[config.mk]
export PLATFORM = sky130hd
export DESIGN_NAME = hhr_back
export DESIGN_NICKNAME = d
export VERILOG_FILES = /design/src/hw/rtl/hsl_hue_rotation_palette_defines.svh /design/src/hw/rtl/hhr_pkg.sv /design/src/hw/rtl/hhr_back.sv
export SDC_FILE = /design/constraint.sdc
export NUM_CORES = 2
export LEC_CHECK = 0
export BUFFER_PORTS_ARGS = -buffer_cell sky130_fd_sc_hd__buf_2
export CORE_MARGIN = 2
export CORE_UTILIZATION = 45
export CTS_CLUSTER_SIZE = 30
export DETAILED_ROUTE_END_ITERATION = 8
export PLACE_DENSITY = 0.6
export SLEW_MARGIN = 20
export SYNTH_ARGS = -nofsm -noshare
export SYNTH_HDL_FRONTEND = slang
export SYNTH_SLANG_ARGS = --single-unit
[constraint.sdc]
create_clock -name clk_i -period 12.18 [get_ports clk_i]
set_input_delay 1.218 -clock clk_i [delete_from_list [all_inputs] [get_ports clk_i]]
set_output_delay 1.218 -clock clk_i [all_outputs]
set_load 0.005 [all_outputs]
[src/hw/rtl/hsl_hue_rotation_palette_defines.svh]
// ---------------------------------------------------------------------------
// HSL palette assertion macros
// Concurrent assertion wrappers, compiled out when SYNTH is defined.
// ---------------------------------------------------------------------------
`ifndef HSL_HUE_ROTATION_PALETTE_DEFINES_SVH
`define HSL_HUE_ROTATION_PALETTE_DEFINES_SVH

`ifndef SYNTH
// Check a property on every clock edge outside reset.
`define HHR_ASSERT(lbl, prop) \
  lbl: assert property (@(posedge clk_i) disable iff (!rst_ni) (prop)) \
    else $error("hhr assertion failed");
// Check a property on every clock edge, reset included.
`define HHR_ASSERT_ALWAYS(lbl, prop) \
  lbl: assert property (@(posedge clk_i) (prop)) \
    else $error("hhr assertion failed");
`else
`define HHR_ASSERT(lbl, prop)
`define HHR_ASSERT_ALWAYS(lbl, prop)
`endif

`endif

[src/hw/rtl/hhr_pkg.sv]
// ---------------------------------------------------------------------------
// HSL palette package
// Shared types, fixed-point constants and small helper functions.
// ---------------------------------------------------------------------------
`default_nettype none

package hhr_pkg;

  localparam int unsigned HueW = 17;
  localparam int unsigned FracW = 17;

  localparam logic [HueW-1:0] HueTurn = 17'd92160;
  localparam logic [HueW-1:0] HueThird = 17'd30720;
  localparam logic [HueW-1:0] HueSixth = 17'd15360;
  localparam logic [HueW-1:0] HueHalf = 17'd46080;
  localparam logic [HueW-1:0] HueTwoThirds = 17'd61440;
  localparam logic [FracW-1:0] Unit = 17'd65536;

  // Divider lane geometry: 18 quotient bits, 6 per cycle
  localparam int unsigned DivRemW = 10;
  localparam int unsigned DivQuoW = 18;
  localparam int unsigned DivStepsPerCycle = 6;

  // Reciprocal of 15 for a 21-bit dividend, exact with a 25-bit shift
  localparam logic [21:0] RecipFifteen = 22'd2236963;
  localparam int unsigned RecipShift = 25;

  typedef enum logic [1:0] {
    SchemeSingle = 2'd0,
    SchemeComplement = 2'd1,
    SchemeTriadic = 2'd2,
    SchemeAnalogous = 2'd3
  } scheme_e;

  typedef enum logic [1:0] {
    RegionRise,
    RegionHigh,
    RegionFall,
    RegionLow
  } region_e;

  typedef struct packed {
    logic [HueW-1:0] hue;
    logic [FracW-1:0] sat;
    logic [FracW-1:0] lum;
  } hsl_t;

  typedef struct packed {
    logic [DivRemW-1:0] rem;
    logic [DivQuoW-1:0] quo;
  } div_lane_t;

  function automatic div_lane_t div_steps(div_lane_t cur, logic [DivRemW-1:0] dvs);
    div_lane_t nxt;
    logic [DivRemW:0] trial;
    nxt = cur;
    for (int i = 0; i < DivStepsPerCycle; i++) begin
      trial = {nxt.rem, nxt.quo[DivQuoW-1]};
      if (trial >= {1'b0, dvs}) begin
        trial = trial - {1'b0, dvs};
        nxt.quo = {nxt.quo[DivQuoW-2:0], 1'b1};
      end else begin
        nxt.quo = {nxt.quo[DivQuoW-2:0], 1'b0};
      end
      nxt.rem = trial[DivRemW-1:0];
    end
    return nxt;
  endfunction

  function automatic logic [1:0] scheme_count(scheme_e mode);
    case (mode)
      SchemeSingle: return 2'd1;
      SchemeComplement: return 2'd2;
      default: return 2'd3;
    endcase
  endfunction

  function automatic logic [HueW-1:0] hue_offset(scheme_e mode, logic [1:0] idx);
    logic [HueW-1:0] off;
    off = '0;
    case (mode)
      SchemeComplement: if (idx == 2'd1) off = 17'd46080;
      SchemeTriadic: begin
        if (idx == 2'd1) off = 17'd30720;
        else if (idx == 2'd2) off = 17'd61440;
      end
      SchemeAnalogous: begin
        if (idx == 2'd0) off = 17'd84480;
        else if (idx == 2'd2) off = 17'd7680;
      end
      default: off = '0;
    endcase
    return off;
  endfunction

endpackage

`default_nettype wire

[src/hw/rtl/hhr_back.sv]
// ---------------------------------------------------------------------------
// HSL palette back end
// Derive p/q per request, then issue one rotated color per cycle to RGB unless stalled.
// ---------------------------------------------------------------------------
`default_nettype none

module hhr_back import hhr_pkg::*; (
  input  wire logic       clk_i,
  input  wire logic       rst_ni,
  input  scheme_e         scheme_i,
  input  wire logic       fifo_valid_i,
  input  hsl_t            fifo_data_i,
  output logic            pop_o,
  output logic            out_valid_o,
  input  wire logic       out_stall_i,
  output logic [7:0]      out_red_o,
  output logic [7:0]      out_green_o,
  output logic [7:0]      out_blue_o,
  output logic [1:0]      color_index_o,
  output logic            last_color_o
);

  logic en;
  logic [1:0] count;

  // Product stage
  logic p_valid_q;
  hsl_t p_hsl_q;
  logic [34:0] p_prod_q;
  logic p_take;
  logic [17:0] mul_op;

  // Item stage: holds p/q while colors issue
  logic s_valid_q;
  logic [1:0] s_k_q;
  logic [HueW-1:0] s_hue_q;
  logic [FracW-1:0] s_p_q, s_q_q;
  logic s_last, s_take;
  logic [18:0] q_calc, twol;
  logic [FracW-1:0] q_sat, p_calc;
  logic [18:0] rnd;

  // Color pipeline
  logic c0_valid_q, c1_valid_q, c2_valid_q;
  logic [1:0] c0_idx_q, c1_idx_q, c2_idx_q;
  logic c0_last_q, c1_last_q, c2_last_q;
  region_e c0_reg_q [3];
  region_e c1_reg_q [3];
  region_e c2_reg_q [3];
  logic [13:0] c0_fac_q [3];
  logic [FracW-1:0] c0_p_q, c0_q_q, c0_diff_q;
  logic [FracW-1:0] c1_p_q, c1_q_q, c2_p_q, c2_q_q;
  logic [30:0] c1_prod_q [3];
  logic [42:0] c2_xm_q [3];

  logic [17:0] h_sum;
  logic [HueW-1:0] h_rot;
  logic [HueW-1:0] t_pos [3];
  region_e reg_c [3];
  logic [13:0] fac_c [3];
  logic [20:0] x_c [3];
  logic [7:0] byte_c [3];

  logic out_valid_q;
  logic [7:0] out_byte_q [3];
  logic [1:0] out_idx_q;
  logic out_last_q;

  assign en = !(out_valid_q && out_stall_i);
  assign count = scheme_count(scheme_i);
  assign s_last = (s_k_q == count - 2'd1);
  assign s_take = en && (!s_valid_q || s_last);
  assign p_take = en && (!p_valid_q || s_take);
  assign pop_o = p_take && fifo_valid_i;

  // Choose the q formula operand by lightness half
  assign mul_op = fifo_data_i.lum[15] | fifo_data_i.lum[16] ?
                  {1'b0, fifo_data_i.sat} : 18'(Unit) + {1'b0, fifo_data_i.sat};

  always_comb begin
    rnd = 19'((p_prod_q + 35'd32768) >> 16);
    if (p_hsl_q.lum < 17'd32768) q_calc = rnd;
    else q_calc = {2'd0, p_hsl_q.lum} + {2'd0, p_hsl_q.sat} - rnd;
    q_sat = (q_calc > {2'd0, Unit}) ? Unit : q_calc[FracW-1:0];
    twol = {1'b0, p_hsl_q.lum, 1'b0};
    p_calc = (twol >= {2'd0, q_sat}) ? 17'(twol - {2'd0, q_sat}) : '0;
    // Grey: both ends collapse to lightness
    if (p_hsl_q.sat == '0) begin
      q_sat = p_hsl_q.lum;
      p_calc = p_hsl_q.lum;
    end
  end

  always_comb begin
    h_sum = {1'b0, s_hue_q} + {1'b0, hue_offset(scheme_i, s_k_q)};
    h_rot = (h_sum >= {1'b0, HueTurn}) ? 17'(h_sum - {1'b0, HueTurn}) : h_sum[HueW-1:0];
    t_pos[0] = (h_rot >= HueTurn - HueThird) ? h_rot - (HueTurn - HueThird)
                                              : h_rot + HueThird;
    t_pos[1] = h_rot;
    t_pos[2] = (h_rot >= HueThird) ? h_rot - HueThird : h_rot + (HueTurn - HueThird);
    for (int i = 0; i < 3; i++) begin
      if (t_pos[i] < HueSixth) begin
        reg_c[i] = RegionRise;
        fac_c[i] = t_pos[i][13:0];
      end else if (t_pos[i] < HueHalf) begin
        reg_c[i] = RegionHigh;
        fac_c[i] = '0;
      end else if (t_pos[i] < HueTwoThirds) begin
        reg_c[i] = RegionFall;
        fac_c[i] = 14'(HueTwoThirds - t_pos[i]);
      end else begin
        reg_c[i] = RegionLow;
        fac_c[i] = '0;
      end
    end
  end

  always_comb begin
    logic [17:0] quo;
    logic [17:0] v;
    logic [25:0] scaled;
    for (int i = 0; i < 3; i++) begin
      x_c[i] = 21'(({c1_prod_q[i], 1'b0} + 32'd15360) >> 11);
      quo = 18'(c2_xm_q[i] >> RecipShift);
      case (c2_reg_q[i])
        RegionRise, RegionFall: v = {1'b0, c2_p_q} + quo;
        RegionHigh: v = {1'b0, c2_q_q};
        default: v = {1'b0, c2_p_q};
      endcase
      if (v > {1'b0, Unit}) v = {1'b0, Unit};
      scaled = ({8'd0, v} << 9) - {7'd0, v, 1'b0} + 26'd65536;
      byte_c[i] = scaled[24:17];
    end
  end

  always_ff @(posedge clk_i or negedge rst_ni) begin
    if (!rst_ni) begin
      p_valid_q <= 1'b0;
      s_valid_q <= 1'b0;
      s_k_q <= 2'd0;
      c0_valid_q <= 1'b0;
      c1_valid_q <= 1'b0;
      c2_valid_q <= 1'b0;
      out_valid_q <= 1'b0;
    end else if (en) begin
      if (p_take) p_valid_q <= fifo_valid_i;
      if (s_take) begin
        s_valid_q <= p_valid_q;
        s_k_q <= 2'd0;
      end else begin
        s_k_q <= s_k_q + 2'd1;
      end
      c0_valid_q <= s_valid_q;
      c1_valid_q <= c0_valid_q;
      c2_valid_q <= c1_valid_q;
      out_valid_q <= c2_valid_q;
    end
  end

  always_ff @(posedge clk_i) begin
    if (pop_o) begin
      p_hsl_q <= fifo_data_i;
      p_prod_q <= {18'd0, fifo_data_i.lum} * {17'd0, mul_op};
    end
    if (en) begin
      if (s_take && p_valid_q) begin
        s_hue_q <= p_hsl_q.hue;
        s_q_q <= q_sat;
        s_p_q <= p_calc;
      end
      c0_idx_q <= s_k_q;
      c0_last_q <= s_last;
      c0_p_q <= s_p_q;
      c0_q_q <= s_q_q;
      c0_diff_q <= (s_q_q > s_p_q) ? s_q_q - s_p_q : '0;
      c1_idx_q <= c0_idx_q;
      c1_last_q <= c0_last_q;
      c1_p_q <= c0_p_q;
      c1_q_q <= c0_q_q;
      c2_idx_q <= c1_idx_q;
      c2_last_q <= c1_last_q;
      c2_p_q <= c1_p_q;
      c2_q_q <= c1_q_q;
      out_idx_q <= c2_idx_q;
      out_last_q <= c2_last_q;
      for (int i = 0; i < 3; i++) begin
        c0_reg_q[i] <= reg_c[i];
        c0_fac_q[i] <= fac_c[i];
        c1_reg_q[i] <= c0_reg_q[i];
        c1_prod_q[i] <= {14'd0, c0_diff_q} * {17'd0, c0_fac_q[i]};
        c2_reg_q[i] <= c1_reg_q[i];
        c2_xm_q[i] <= {22'd0, x_c[i]} * {21'd0, RecipFifteen};
        out_byte_q[i] <= byte_c[i];
      end
    end
  end

  assign out_valid_o = out_valid_q;
  assign out_red_o = out_byte_q[0];
  assign out_green_o = out_byte_q[1];
  assign out_blue_o = out_byte_q[2];
  assign color_index_o = out_idx_q;
  assign last_color_o = out_last_q;

endmodule

`default_nettype wire

==> key figures <==
Global routing
  – Gr ovfl total: 0
  – Initial antenna violation count: 3
  – Vias in the first global route: between 50,000 and 60,000
  – First-pass GRT wire length: 277,700 microns
  – All-Layer GR Usage: 0.2132
  – Largest net degree at the start of global routing: 198

Placement
  – Post-place instance area: 0.07395 sq mm
  – Gpl congestion: just under 0.9
  – PortBufs: 85
  – DP Worst Slack: 3191 ps
  – Post-DP HPWL: around 130,000 microns
  – Placed cell count: 9,289

Timing
  – Max Fclk: approximately 110 MHz
  – Final WS setup: 3188 ps
  – RSZ-0062 raised after global routing: no
  – Fin. Hold Viols: 0
  – Worst Max-Slew Pin Slew: 1017 ps
  – Period utilization: 0.7383
  – Clock Skew: between 40 and 50 ps
  – Finish-stage setup viols: 0
  – Fin. max-slew vios: 0
  – Normalized max-slew margin: 0.3218
  – Final min period: 8992 ps
  – TNS Setup: 0 ps

Routing
  – Final ANT Viol Nets: 0
  – Metal-1 WL: 79,940 microns
  – Routed length per instance: 18.02 microns
  – Vias per std cell: 5.325
  – Pre-antenna DRT Iters: 6
  – Total Wirelength: 169,300 microns
  – Met3 wire len: roughly 7500 microns
  – Post-route DRC: 0
  – Met2 wire length: slightly below 80,000 microns
  – Vias: between 50,000 and 60,000
  – Highest Signal Layer: met5
  – First DRT Iteration DRCs: 2,906

Setup path
  – FF-to-FF End: s_p_q[9]$_DFFE_PP_
  – Bufs and invs on worst path: 2
  – Critical Path End: s_p_q[9]$_DFFE_PP_
  – Slowest-stage cell, CP: a21oi_1
  – Crit-path max FO: 18
  – R2R Path Start: p_prod_q[16]$_DFFE_PP_
  – Crit end category: flop
  – WP data arrival: 9420 ps
  – Reg2Reg Depth: 32
  – Worst Setup SP: p_prod_q[16]$_DFFE_PP_
  – Crit start category: flop
  – Critical Path Most Common Cell: a21oi_1
  – CP peak stage delay: a little under 800 ps
  – CP delay by family, top: compound AO/OA/AOI/OAI gates
  – WP depth: 32
  – Critical path class: reg2reg
  – Worst Path Required: 12,600 ps
  – FF-to-FF setup slack: 3190 ps

Die
  – Boundary pin count: 86
  – # rows: 146
  – Initial Util: 0.4522
  – Die width: between 400 and 500 microns
  – Core area: 0.1582 sq mm
  – Chip height: 402.7 microns
  – Die area: approximately 0.16 sq mm

Finish
  – Final non-filler cell total: around 9,400
  – Final Cell Area: 0.07589 sq mm
  – Layout Area Growth over Synthesis: 6.079%
  – Fin nets: 9,407
  – Fillers: 14,830
  – Layout cells sized above 1: 0.03799

Yosys
  – Number of synthesized flops with an enable pin: 457
  – Syn Std Cell Area: 0.07154 sq mm
  – Ys async rst share: 0.01720
  – Count leader, synth: inv_1
  – Cells after Synth: between 7,000 and 8,000
  – Synth cell count leaders: 1,269 x inv_1, 1,106 x ha_1, 971 x fa_1, 906 x nand2_1, 457 x edfxtp_1
  – Yosys cell types: 98
  – Top_reg_cell synth: edfxtp_1
  – Sequential element share of the synthesized area: 0.1946
  – Dominant cell type by area after synthesis: fa_1
  – Syn avg cell area: slightly below 10 sq um
  – Synth top area share: 0.2717
  – Synth warnings: 0
  – Top post-synthesis cells by area: fa_1 27%, ha_1 19%, edfxtp_1 19%, inv_1 6.7%, nand2_1 4.8%
  – FF+latch count, synth: 465

Clocking
  – Hold buffers post-CTS: 0
  – Clock buffer depth: 3
  – Postcts setup bufs: 0
  – PostCTS Resize Cnt: 0
  – CTS buffer count: 54
  – CTS tree: yes
  – Clk_lat worst skew: 680 ps
  – CTS Sinks: 465
  – Clk slew on worst S/H paths: 60 ps
  – CTS Root Cell: clkbuf_16
  – # H-tree levels: 2

Run
  – Max-cap viol count: 0

Min path
  – Worst hold path type: reg2reg

Status
  – Run status: finished clean
worst min-delay path by stage:
stage / startpoint / to / slack, ps / depth (start not counted)
2_1_floorplan: c0_idx_q[0]$_DFFE_PN_ / c1_idx_q[0]$_DFFE_PN_ / 400 / 0
3_3_place_gp: p_hsl_q[44]$_DFFE_PP_ / s_hue_q[10]$_DFFE_PP_ / 400 / 0
3_5_place_dp: c0_p_q[13]$_DFFE_PN_ / c1_p_q[13]$_DFFE_PN_ / 400 / 0
4_1_cts: rst_ni / out_valid_o$_DFFE_PN0N_ / 360 / 1
5_1_grt: rst_ni / out_valid_o$_DFFE_PN0N_ / 390 / 1
6_report: c0_q_q[0]$_DFFE_PN_ / c1_q_q[0]$_DFFE_PN_ / 390 / 0
worst register-to-register path: cells and delay by family (launching register included):
family | cells | cell delay (ps)
XOR/XNOR | 1 | 180
adder cells (fa/ha/maj) | 4 | 1530
AND/OR/NAND/NOR | 11 | 2600
buffers and inverters | 2 | 240
flip-flops | 1 | 400
AO/OA/AOI/OAI | 14 | 3860
kinds of logic (layout without fill, tap and decap cells):
group / count (synthesis) / after routing / synth area share
compound gates: 828 / 828 / 0.07547
xor+xnor: 277 / 277 / 0.03437
fa+ha+maj: 2077 / 2077 / 0.4652
buf+inv: 1511 / 1492 / 0.07956
flops: 465 / 465 / 0.1946
mux: 70 / 70 / 0.01016
other cells: 1 / 6 / 0.00005242
simple gates: 2105 / 2105 / 0.1406
sequential cells by signal (all words and copies together) (netlist names), 20 cells and up:
register    count
p_hsl_q        51
out_byte_q     24
p_prod_q       20
c0_fac_q       42
c2_xm_q        54
c1_prod_q      66
layout by cell type (no fill, tap or decap), types with 114 or more instances in the layout:
cell type  count
inv_1       1269
ha_1        1106
fa_1         971
nand2_1      906
edfxtp_1     457
and2_1       398
nor2_1       284
a21oi_1      212
o21ai_0      184
xnor2_1      183
nor3_1       114
metal layers:
layer,GRT usage,up-vias
met4,0.05020,2
met5,0,-
met3,0.02161,215
met1,0.3045,24930
met2,0.3493,1078
li1,-,23790
cell type report:
type                       count  area [sq um]  share of cell area
clock buffer                  61          1378             0.01815
inverter                    1272          4782             0.06301
antenna                        3         7.507          0.00009892
tap                         2072          2592             0.03416
timing repair buffer         120         700.7            0.009233
clock inverter                39         533.0            0.007024
sequential                   465         13920              0.1835
multi-input combinational   5360         51970              0.6848
metrics by stage:
step | utilization | hold WS, ps
6_report | 0.4797 | 394.9
5_1_grt | 0.4797 | 385.2
4_1_cts | 0.4796 | 359.7
3_5_place_dp | 0.4675 | 404.5
3_3_place_gp | 0.4675 | 400.9
2_1_floorplan | - | 400.3
Power is left out: the tool's default activity adds up to more than one toggle a clock period on the data nets, which glitch-free logic cannot reach.
