**src/hw/rtl/hsl_hue_rotation_palette_defines.svh**
```systemverilog
// ---------------------------------------------------------------------------
// HSL palette assertion macros
// Concurrent assertion wrappers, compiled out when SYNTH is defined.
// ---------------------------------------------------------------------------
`ifndef HSL_HUE_ROTATION_PALETTE_DEFINES_SVH
`define HSL_HUE_ROTATION_PALETTE_DEFINES_SVH

`ifndef SYNTH
// Check a property on every clock edge outside reset.
`define HHR_ASSERT(lbl, prop) \
  lbl: assert property (@(posedge clk_i) disable iff (!rst_ni) (prop)) \
    else $error("hhr assertion failed");
// Check a property on every clock edge, reset included.
`define HHR_ASSERT_ALWAYS(lbl, prop) \
  lbl: assert property (@(posedge clk_i) (prop)) \
    else $error("hhr assertion failed");
`else
`define HHR_ASSERT(lbl, prop)
`define HHR_ASSERT_ALWAYS(lbl, prop)
`endif

`endif

```
**src/hw/rtl/hhr_pkg.sv**
```systemverilog
// ---------------------------------------------------------------------------
// HSL palette package
// Shared types, fixed-point constants and small helper functions.
// ---------------------------------------------------------------------------
`default_nettype none

package hhr_pkg;

  localparam int unsigned HueW = 17;
  localparam int unsigned FracW = 17;

  localparam logic [HueW-1:0] HueTurn = 17'd92160;
  localparam logic [HueW-1:0] HueThird = 17'd30720;
  localparam logic [HueW-1:0] HueSixth = 17'd15360;
  localparam logic [HueW-1:0] HueHalf = 17'd46080;
  localparam logic [HueW-1:0] HueTwoThirds = 17'd61440;
  localparam logic [FracW-1:0] Unit = 17'd65536;

  // Divider lane geometry: 18 quotient bits, 6 per cycle
  localparam int unsigned DivRemW = 10;
  localparam int unsigned DivQuoW = 18;
  localparam int unsigned DivStepsPerCycle = 6;

  // Reciprocal of 15 for a 21-bit dividend, exact with a 25-bit shift
  localparam logic [21:0] RecipFifteen = 22'd2236963;
  localparam int unsigned RecipShift = 25;

  typedef enum logic [1:0] {
    SchemeSingle = 2'd0,
    SchemeComplement = 2'd1,
    SchemeTriadic = 2'd2,
    SchemeAnalogous = 2'd3
  } scheme_e;

  typedef enum logic [1:0] {
    RegionRise,
    RegionHigh,
    RegionFall,
    RegionLow
  } region_e;

  typedef struct packed {
    logic [HueW-1:0] hue;
    logic [FracW-1:0] sat;
    logic [FracW-1:0] lum;
  } hsl_t;

  typedef struct packed {
    logic [DivRemW-1:0] rem;
    logic [DivQuoW-1:0] quo;
  } div_lane_t;

  function automatic div_lane_t div_steps(div_lane_t cur, logic [DivRemW-1:0] dvs);
    div_lane_t nxt;
    logic [DivRemW:0] trial;
    nxt = cur;
    for (int i = 0; i < DivStepsPerCycle; i++) begin
      trial = {nxt.rem, nxt.quo[DivQuoW-1]};
      if (trial >= {1'b0, dvs}) begin
        trial = trial - {1'b0, dvs};
        nxt.quo = {nxt.quo[DivQuoW-2:0], 1'b1};
      end else begin
        nxt.quo = {nxt.quo[DivQuoW-2:0], 1'b0};
      end
      nxt.rem = trial[DivRemW-1:0];
    end
    return nxt;
  endfunction

  function automatic logic [1:0] scheme_count(scheme_e mode);
    case (mode)
      SchemeSingle: return 2'd1;
      SchemeComplement: return 2'd2;
      default: return 2'd3;
    endcase
  endfunction

  function automatic logic [HueW-1:0] hue_offset(scheme_e mode, logic [1:0] idx);
    logic [HueW-1:0] off;
    off = '0;
    case (mode)
      SchemeComplement: if (idx == 2'd1) off = 17'd46080;
      SchemeTriadic: begin
        if (idx == 2'd1) off = 17'd30720;
        else if (idx == 2'd2) off = 17'd61440;
      end
      SchemeAnalogous: begin
        if (idx == 2'd0) off = 17'd84480;
        else if (idx == 2'd2) off = 17'd7680;
      end
      default: off = '0;
    endcase
    return off;
  endfunction

endpackage

`default_nettype wire

```
**src/hw/rtl/hhr_fifo.sv**
```systemverilog
// ---------------------------------------------------------------------------
// HSL palette request queue
// Small register FIFO between the front end and the back end.
// ---------------------------------------------------------------------------
`default_nettype none

module hhr_fifo import hhr_pkg::*; #(
  parameter int unsigned Depth = 2
) (
  input  wire logic clk_i,
  input  wire logic rst_ni,
  input  wire logic push_i,
  input  hsl_t      push_data_i,
  output logic      full_o,
  input  wire logic pop_i,
  output logic      valid_o,
  output hsl_t      pop_data_o
);

  localparam int unsigned PtrW = (Depth > 1) ? $clog2(Depth) : 1;
  localparam int unsigned CntW = $clog2(Depth + 1);

  hsl_t mem_q [Depth];
  logic [PtrW-1:0] wr_q, rd_q;
  logic [CntW-1:0] cnt_q;

  assign full_o = (cnt_q == CntW'(Depth));
  assign valid_o = (cnt_q != '0);
  assign pop_data_o = mem_q[rd_q];

  always_ff @(posedge clk_i or negedge rst_ni) begin
    if (!rst_ni) begin
      wr_q <= '0;
      rd_q <= '0;
      cnt_q <= '0;
    end else begin
      if (push_i) wr_q <= (wr_q == PtrW'(Depth - 1)) ? '0 : wr_q + 1'b1;
      if (pop_i) rd_q <= (rd_q == PtrW'(Depth - 1)) ? '0 : rd_q + 1'b1;
      if (push_i && !pop_i) cnt_q <= cnt_q + 1'b1;
      else if (pop_i && !push_i) cnt_q <= cnt_q - 1'b1;
    end
  end

  always_ff @(posedge clk_i) begin
    if (push_i) mem_q[wr_q] <= push_data_i;
  end

endmodule

`default_nettype wire

```
**config.mk**
```make
export PLATFORM = sky130hd
export DESIGN_NAME = hhr_fifo
export DESIGN_NICKNAME = d
export VERILOG_FILES = /design/src/hw/rtl/hsl_hue_rotation_palette_defines.svh /design/src/hw/rtl/hhr_pkg.sv /design/src/hw/rtl/hhr_fifo.sv
export SDC_FILE = /design/constraint.sdc
export NUM_CORES = 1
export LEC_CHECK = 0
export ABC_AREA = 1
export BUFFER_PORTS_ARGS = -buffer_cell sky130_fd_sc_hd__clkbuf_2
export CORE_MARGIN = 1.5
export CORE_UTILIZATION = 50
export CTS_BUF_LIST = sky130_fd_sc_hd__clkbuf_16
export DETAILED_ROUTE_END_ITERATION = 7
export PLACE_DENSITY = 0.74
export SLEW_MARGIN = 25
export SYNTH_ARGS = -nofsm -noshare
export SYNTH_HDL_FRONTEND = slang
export SYNTH_SLANG_ARGS = --single-unit
export TNS_END_PERCENT = 30
```
**constraint.sdc**
```tcl
create_clock -name clk_i -period 8.9 [get_ports clk_i]
set_clock_uncertainty 0.2 [all_clocks]
set_input_delay 1.78 -clock clk_i [delete_from_list [all_inputs] [get_ports clk_i]]
set_output_delay 1.78 -clock clk_i [all_outputs]
set_load 0.01 [all_outputs]
```
==> results of run 1 <==
-- power by group through the flow --
stage | clock (mW) | sequential (mW) | combinational [mW]
after detailed placement | 0 | 0.768 | 0.443
after floorplan | 0 | 0.698 | 0.399
final | 0.360 | 0.754 | 0.437
after CTS | 0.368 | 0.758 | 0.445
after global placement | 0 | 0.763 | 0.436
after global routing | 0.390 | 0.766 | 0.472
-- layout by cell type, fill, tap and decap left out, drive strengths merged, types with 2 or more instances in the layout --
cell type / count
mux2: 51
nand2: 6
edfxtp: 102
clkbuf: 116
clkinvlp: 2
xor2: 2
inv: 9
dfrtp: 4
nor2: 2
clkinv: 3
-- cell families after synthesis --
logic type    share of synthesized area
xor+xnor                        0.00635
fa+ha+maj                       0.00302
buf+inv                          0.0333
flops                             0.764
mux                               0.183
simple gates                    0.00998
-- tightest hold or removal path, stage by stage, from the launching register on --
cell     delay [ns]
dfrtp_1        0.34
nand2_1        0.05
nand2_1        0.05
-- path summary, 6_finish.rpt --
path,to,start,slack [ns]
worst max-delay path,pop_data_o[30],rd_q$_DFFE_PN0P_,4.94
worst min-delay path,cnt_q[1]$_DFFE_PN0P_,cnt_q[1]$_DFFE_PN0P_,0.28
worst max register to register,mem_q[0][29]$_DFFE_PP_,wr_q$_DFFE_PN0P_,6.86
worst min register to register,cnt_q[1]$_DFFE_PN0P_,cnt_q[1]$_DFFE_PN0P_,0.28
max in group asynchronous,rd_q$_DFFE_PN0P_,rst_ni,7.31
min in group asynchronous,cnt_q[0]$_DFFE_PN0P_,rst_ni,1.04
-- per-layer routing --
layer / vias up / GRT usage / wire length (microns)
li1: 935 / - / -
met1: 970 / 0.179 / 2650
met2: 73 / 0.243 / 3140
met3: 9 / 0.0396 / 311
met4: 0 / 0.0709 / 117
met5: - / 0 / 0
-- flip-flops by register name, indices dropped and copies added, names as in the netlist --
signal  flops
mem_q     102
cnt_q       2
rd_q        1
wr_q        1
-- area by class of cell --
class	count	area, sq um
sequential	106	3170
multi-input combinational	65	846
clock inverter	7	52.6
tap	105	131
clock buffer	9	225
inverter	7	28.8
fill	607	3140
timing repair buffer	108	543
==> flow_summary.ini, run 1 <==
[global_routing]
grt_overall_usage = 0.147
grt_pass1_vias = 1934
antenna_violations_before_repair = 0
grt_max_degree = 53
globalRouteOverflowTotal = 0
grt_pass1_wl_microns = 9400

[floorplan]
io-pin-count = 108
rows = 33
dieHeight_microns = 94.0
core_sq_um = 8130
die_w_microns = 94.0
die_area_sq_um = 8830
initial_utilization = 0.509

[synth]
synthFlopType = edfxtp_1
yosys-top-cells-area = edfxtp_1 (74%), mux2_4 (18%), buf_12 (2.4%)
synth.yosys.seq_area_share = 0.764
async_flop_share = 0.0377
synth.top_cells.by_count = edfxtp_1 (102), mux2_4 (49), inv_1 (7)
synth_edf_count = 102
ff_latch_count_synth = 106
synth.cell_area_sq_um = 4140
synthesis.instances = 184
synth.lib_cells_used.distinct = 14
yosysTopAreaCellShare = 0.740
synthMostInstantiatedCell = edfxtp_1
post_synth.cell_area_avg_sq_um = 22.5
syn_nets = 240
synth_top_cell_by_area = edfxtp_1
synthesis.yosys.warnings = 0

[clock_tree]
clkTransAtPathRegs_ns = 0.07
numCtsBuffers = 9
clk_sinks = 106
cts-resized-gates = 0
cts_setup_buffers = 0
ctsHoldBuffers = 0
clockRootBuffer = clkbuf_16
tritoncts = done
htree_num_levels = 3
clock_path_buffers = 2
worst_skew_pair.late_latency_ns = 0.33

[critical_path]
worst-endpoint-required_ns = 6.92
timing.critical_path.slowest_cell_delay_ns = 1.04
timing.critical_path.to_type = output port
worst_setup_path_start_kind = register
critical_path_depth = 2
worst_ep_arrival_time_ns = 1.98
worst-r2r-cell-count = 2
crit_path_top_delay_cell = dfrtp_4
buffers_plus_inverters_on_the_worst_setup_path = 1
worstPathCellList = mux2_2, clkbuf_2
critical_path.top_delay_family = flip-flops
worstPathMaxFanout = 52
timing.setup.critical_path_class = reg -> out

[timing]
number_of_hold_slack_violations_in_the_final_timing_report = 0
final.min_clock_period_ns = 3.96
slew_headroom = 0.362
min_period_over_period = 0.445
worst_max_slew_pin_slew_ns = 0.956
setup_total_negative_slack_ns = 0
timing.final.max_slew_violations = 0
final.setup.worst_slack_ns = 4.94
whs_ns = 0.278
max_clk_rate_ghz = 0.253
grt_setup_unrepaired = false
setup_viol = 0

[routing]
detailedRoute.firstIterationViolations = 70
detail_route.wirelength_microns = 6220
postRouteAntennaNets = 0
drt_first_pass_iters = 4
detail_route.vias_per_cell = 4.88
vias = 1987
detail_route.drc_violations = 0
wire_per_inst_microns = 15.3

[placement]
detailed_place.area_sq_um = 4720
place_worst_setup_slack_ns = 5.30
weighted_congestion_reported_at_the_end_of_routability_driven_placement = 0.639
placement.io_buffers = 107
number_of_cells_after_detailed_placement = 391

[power]
netSwitchingPower_mw = 0.442
power_density_nw_per_um2 = 310
power_leakage_nw = 2.07
fraction_of_power_spent_switching_nets = 0.285
power.share.sequential = 0.486
fin_total_pwr_mw = 1.55
combinational_power_share = 0.282
share_clk_of_total_power = 0.232
cell_internal_pwr_mw = 1.11
irDropWorstVdd_mv = 0.185

[final_layout]
finalInstanceArea_sq_um = 4990
nNetsFinal = 353
post_route_cells_drive_above_1_share = 0.586
flow.area_growth_from_synthesis_pct = 20.6
final_util = 0.614
non_filler_instance_count_after_layout = 407
num_antenna_cells = 0

[status]
run_status = finished clean

[worst_hold_path]
hold_path_depth = 2
hold_class = reg -> reg

[run]
cap_viol_max_count = 0
No activity file was read; power rests on OpenSTA's default activity.
==> inputs of run 2 (changes only) <==
- CORE_UTILIZATION: 50 -> 47
- PLACE_DENSITY: 0.74 -> 0.73
- clock period: 8.9 -> 3.4 ns (I/O delays scaled with it)
==> run 2 against run 1 <==
  * Sequential share of layout area down 0.88 points
  * Die area grew 6.2%
  * Cell count increased by 1.2%
  * Highest routed layer unchanged
  * Design area is 1.4% higher
  * Total power rose to 2.7 times the previous value
  * Via count decreased by 1.1%
  * Critical path type unchanged
==> flow_summary.ini, run 2 (synthesis gave the netlist of run 1 again) <==
[routing]
detail_route.wirelength_microns = 5820
postRouteAntennaNets = 0
detailedRoute.firstIterationViolations = 42
detail_route.vias_per_cell = 4.77
wire_per_inst_microns = 14.1
detail_route.drc_violations = 0
drt_first_pass_iters = 4
vias = 1965

[power]
power_density_nw_per_um2 = 823
irDropWorstVdd_mv = 0.574
power_leakage_nw = 2.11

[run]
cap_viol_max_count = 0

[timing]
setup_viol = 0
min_period_over_period = 0.833
final.setup.worst_slack_ns = 0.566
setup_total_negative_slack_ns = 0
max_clk_rate_ghz = 0.353
final.min_clock_period_ns = 2.83
timing.final.max_slew_violations = 0
slew_headroom = 0.371
number_of_hold_slack_violations_in_the_final_timing_report = 0
worst_max_slew_pin_slew_ns = 0.944
whs_ns = 0.318
grt_setup_unrepaired = false

[critical_path]
crit_path_top_delay_cell = dfrtp_4
worst-endpoint-required_ns = 2.52
worstPathMaxFanout = 52
timing.setup.critical_path_class = reg -> out
timing.critical_path.to_type = output port
crit-reg2reg-launch = wr_q$_DFFE_PN0P_
worst_setup_path_start_kind = register
timing.critical_path.slowest_cell_delay_ns = 1.05
r2r_setup_slack_ns = 1.75
crit-reg2reg-capture = mem_q[1][41]$_DFFE_PP_
buffers_plus_inverters_on_the_worst_setup_path = 1
critical_path.top_delay_family = flip-flops
worst_ep_arrival_time_ns = 1.95
worstPathCellList = mux2_2, clkbuf_2
worst-r2r-cell-count = 3

[clock_tree]
numCtsBuffers = 9
clockRootBuffer = clkbuf_16
clock_path_buffers = 2
clk_sinks = 106
htree_num_levels = 3
cts_setup_buffers = 0
worst_skew_pair.late_latency_ns = 0.32
clkTransAtPathRegs_ns = 0.06
tritoncts = done

[status]
run_status = finished clean

[global_routing]
grt_overall_usage = 0.126
grt_max_degree = 53
grt_util_met3 = 0.0441
grt_pass1_vias = 1906
met2_track_demand_over_resource = 0.213
gr-max-usage-layer = met2
global_route.usage.met1 = 0.143
globalRouteOverflowTotal = 0
grt_pass1_wl_microns = 9030
antenna_violations_before_repair = 0

[final_layout]
num_antenna_cells = 0
nNetsFinal = 356
final_util = 0.586
most_frequent_standard_cell_in_the_layout_excluding_fill_and_tap_cells = clkbuf_2
post_route_cells_drive_above_1_share = 0.582
non_filler_instance_count_after_layout = 412
final_cell_mix = clkbuf_2 (107), edfxtp_1 (102), mux2_4 (49)
largest_register_by_flop_count = mem_q
flow.area_growth_from_synthesis_pct = 22.3
largestRegisters = mem_q: 102 flops, cnt_q: 2 flops
largest_register_ff_count = 102

[floorplan]
die_area_sq_um = 9380
rows = 34
die_w_microns = 96.8
dieHeight_microns = 96.8
initial_utilization = 0.479
core_sq_um = 8640
io-pin-count = 108

[worst_hold_path]
hold_path_depth = 2
hold_class = reg -> reg
worstHoldEndpoint = cnt_q[1]$_DFFE_PN0P_
worstHoldStart = cnt_q[1]$_DFFE_PN0P_

[placement]
weighted_congestion_reported_at_the_end_of_routability_driven_placement = 0.681
detailedPlacementHpwl_microns = 3880
place_worst_setup_slack_ns = 0.884
placement.io_buffers = 107
number_of_cells_after_detailed_placement = 396
## run 2: cell types whose count changed in the layout (fill, tap and decap cells not counted), sizes merged
cell | previous run | this run
buf | 1 | 3
bufinv | 0 | 2
clkinv | 3 | 2
clkinvlp | 2 | 1
dlygate4sd3 | 0 | 1
inv | 9 | 8
## run 2: area by class of cell
cell class                 count  area (sq um)
multi-input combinational     65           846
sequential                   106          3170
tap                          108           135
inverter                       7          26.3
clock inverter                 6          83.8
clock buffer                   9           225
fill                         681          3570
timing repair buffer         111           581
## run 2: per-layer routing
layer  wire [microns]  part of all wire  vias to the layer above
li1                 -                 -                      940
met1             2430              0.42                      947
met2             2900              0.50                       69
met3              393             0.068                        9
met4               85             0.015                        0
met5                0                 0                        -
## run 2: worst max path at each step
stage	to	cells after the start	start
6_report	pop_data_o[31]	2	rd_q$_DFFE_PN0P_
5_1_grt	pop_data_o[31]	2	rd_q$_DFFE_PN0P_
4_1_cts	pop_data_o[31]	2	rd_q$_DFFE_PN0P_
3_5_place_dp	pop_data_o[31]	2	rd_q$_DFFE_PN0P_
3_3_place_gp	pop_data_o[30]	2	rd_q$_DFFE_PN0P_
2_1_floorplan	mem_q[0][0]$_DFFE_PP_	2	push_i
## run 2: what timing repair did
action                                  in CTS  in global routing
resized for setup                            0                  0
hold buffers                                 1                  0
endpoints found under the setup margin       0                  0
endpoints found under the hold margin        4                  0
## run 2: stage by stage
stage	total power [mW]	instance area [sq um]
final	4.17	5060
after global placement	3.16	4740
after global routing	4.37	5060
after floorplan	2.87	4140
after detailed placement	3.18	4740
after CTS	4.22	5060
## run 2: worst reg2reg max path: stages, from the launching register on
cell and delay [ns]:
dfrtp_1 0.42, nand2_1 0.08, inv_2 0.34, buf_12 0.28
## run 2: where the power goes
group | internal (mW) | total [mW] | switching (mW)
registers | 1.74 | 1.97 | 0.232
logic | 0.677 | 1.16 | 0.478
clock network | 0.636 | 1.04 | 0.406
total | 3.05 | 4.17 | 1.12
==> inputs of run 3 (changes only) <==
- clock period: 3.4 -> 2.3 ns (I/O delays scaled with it)
==> run 3 against run 2 <==
  * Sequential power rose by 36%
  * Largest cell class unchanged
  * Routed wire length increased by 5.5%
  * Largest power group unchanged
  * Clock power increased by 49%
==> flow_summary.ini, run 3 (synthesis gave the netlist of run 1 again) <==
[floorplan]
die_w_microns = 96.8
dieHeight_microns = 96.8
initial_utilization = 0.479
rows = 34
die_area_sq_um = 9380
core_sq_um = 8640
io-pin-count = 108

[critical_path]
timing.critical_path.to_type = output port
worstPathMaxFanout = 29
r2r_setup_slack_ns = 0.79
worstPathCellList = buf_6, mux2_4, clkbuf_2
worst_setup_path_start_kind = register
crit_path_top_delay_cell = dfrtp_4
timing.setup.critical_path_class = reg -> out
worst-endpoint-required_ns = 1.64
timing.critical_path.slowest_cell_delay_ns = 0.43
worst_ep_arrival_time_ns = 1.59

[final_layout]
multi_input_area_sq_um = 846
final_cell_mix = clkbuf_2 (107), edfxtp_1 (102), mux2_4 (49)
largest_register_by_flop_count = mem_q
largestRegisters = mem_q: 102 flops, cnt_q: 2 flops
post_route_cells_drive_above_1_share = 0.588
num_antenna_cells = 0
seqCellArea_sq_um = 3170
non_filler_instance_count_after_layout = 414
flow.area_growth_from_synthesis_pct = 23.1
fillerInstances = 672
nNetsFinal = 358
most_frequent_standard_cell_in_the_layout_excluding_fill_and_tap_cells = clkbuf_2
largest_register_ff_count = 102
final_util = 0.590

[timing]
number_of_hold_slack_violations_in_the_final_timing_report = 0
min_period_over_period = 0.976
max_clk_rate_ghz = 0.445
final.min_clock_period_ns = 2.25
grt_setup_unrepaired = false
timing.final.max_slew_violations = 0
final.setup.worst_slack_ns = 0.0548
whs_ns = 0.114
worst_max_slew_pin_slew_ns = 0.387
setup_viol = 0
setup_total_negative_slack_ns = 0
slew_headroom = 0.742

[clock_tree]
clk_sinks = 106
worst_skew_pair.late_latency_ns = 0.33
numCtsBuffers = 9
clockRootBuffer = clkbuf_16
htree_num_levels = 3
clock_path_buffers = 2
clkTransAtPathRegs_ns = 0.07
tritoncts = done
cts_setup_buffers = 0

[power]
power_leakage_nw = 2.12
power_density_nw_per_um2 = 1220
irDropWorstVdd_mv = 0.634

[routing]
detail_route.vias_per_cell = 4.75
vias = 1968
drt_first_pass_iters = 4
detail_route.wirelength_microns = 6140
postRouteAntennaNets = 0
detailedRoute.firstIterationViolations = 61
detail_route.drc_violations = 0
wire_per_inst_microns = 14.8

[global_routing]
grt_pass1_vias = 1982
grt_max_degree = 46
grt_overall_usage = 0.134
antenna_violations_before_repair = 0
globalRouteOverflowTotal = 0
grt_pass1_wl_microns = 9540

[placement]
placement.io_buffers = 107
place_worst_setup_slack_ns = 0.273
number_of_cells_after_detailed_placement = 398
detailedPlacementHpwl_microns = 4070
weighted_congestion_reported_at_the_end_of_routability_driven_placement = 0.721

[worst_hold_path]
hold_class = in -> reg

[status]
run_status = finished clean

[run]
cap_viol_max_count = 0
==> run 3: worst paths after layout <==
kind,from,end,depth (start not counted)
max in group asynchronous,rst_ni,rd_q$_DFFE_PN0P_,2
setup / recovery,rd_q$_DFFE_PN0P_,pop_data_o[1],3
min in group asynchronous,rst_ni,wr_q$_DFFE_PN0P_,2
setup reg to reg,wr_q$_DFFE_PN0P_,mem_q[1][39]$_DFFE_PP_,3
hold / removal,push_data_i[48],mem_q[0][48]$_DFFE_PP_,1
hold reg to reg,cnt_q[1]$_DFFE_PN0P_,cnt_q[1]$_DFFE_PN0P_,2
==> run 3: layout make-up <==
class | count | area share
timing repair buffer | 113 | 0.120
inverter | 7 | 0.00516
clock inverter | 6 | 0.0165
tap | 108 | 0.0265
clock buffer | 9 | 0.0442
sequential | 106 | 0.622
multi-input combinational | 65 | 0.166
==> run 3: what timing repair did <==
| action | CTS | global route |
|---|---|---|
| resized for setup | 1 | 0 |
| endpoints found under the setup margin | 28 | 0 |
| hold buffers | 1 | 0 |
| hold endpoints to repair | 4 | 0 |
==> run 3: power by group <==
group | leakage, nW | switching [mW] | total, mW | internal [mW]
logic | 0.970 | 0.959 | 1.99 | 1.03
registers | 1.00 | 0.114 | 2.68 | 2.57
clock network | 0.149 | 0.605 | 1.55 | 0.940
==> run 3: routing by layer <==
metal / part of all wire / vias up / GRT usage
met2: 0.52 / 63 / 0.226
met1: 0.41 / 949 / 0.159
li1: - / 945 / -
met5: 0 / - / 0
met4: 0.017 / 0 / 0.0602
met3: 0.057 / 11 / 0.0361
==> run 3: worst max-delay path, delay by kind of cell (launching register included) <==
family / cells / cell delay [ns]
buf+inv: 2 / 0.48
flops: 1 / 0.43
mux: 1 / 0.34
==> run 3: per-stage QoR <==
step | power, mW | cell area [sq um]
2_1_floorplan | 4.24 | 4150
3_3_place_gp | 4.70 | 4770
3_5_place_dp | 4.74 | 4770
4_1_cts | 6.30 | 5090
5_1_grt | 6.50 | 5090
6_report | 6.22 | 5090
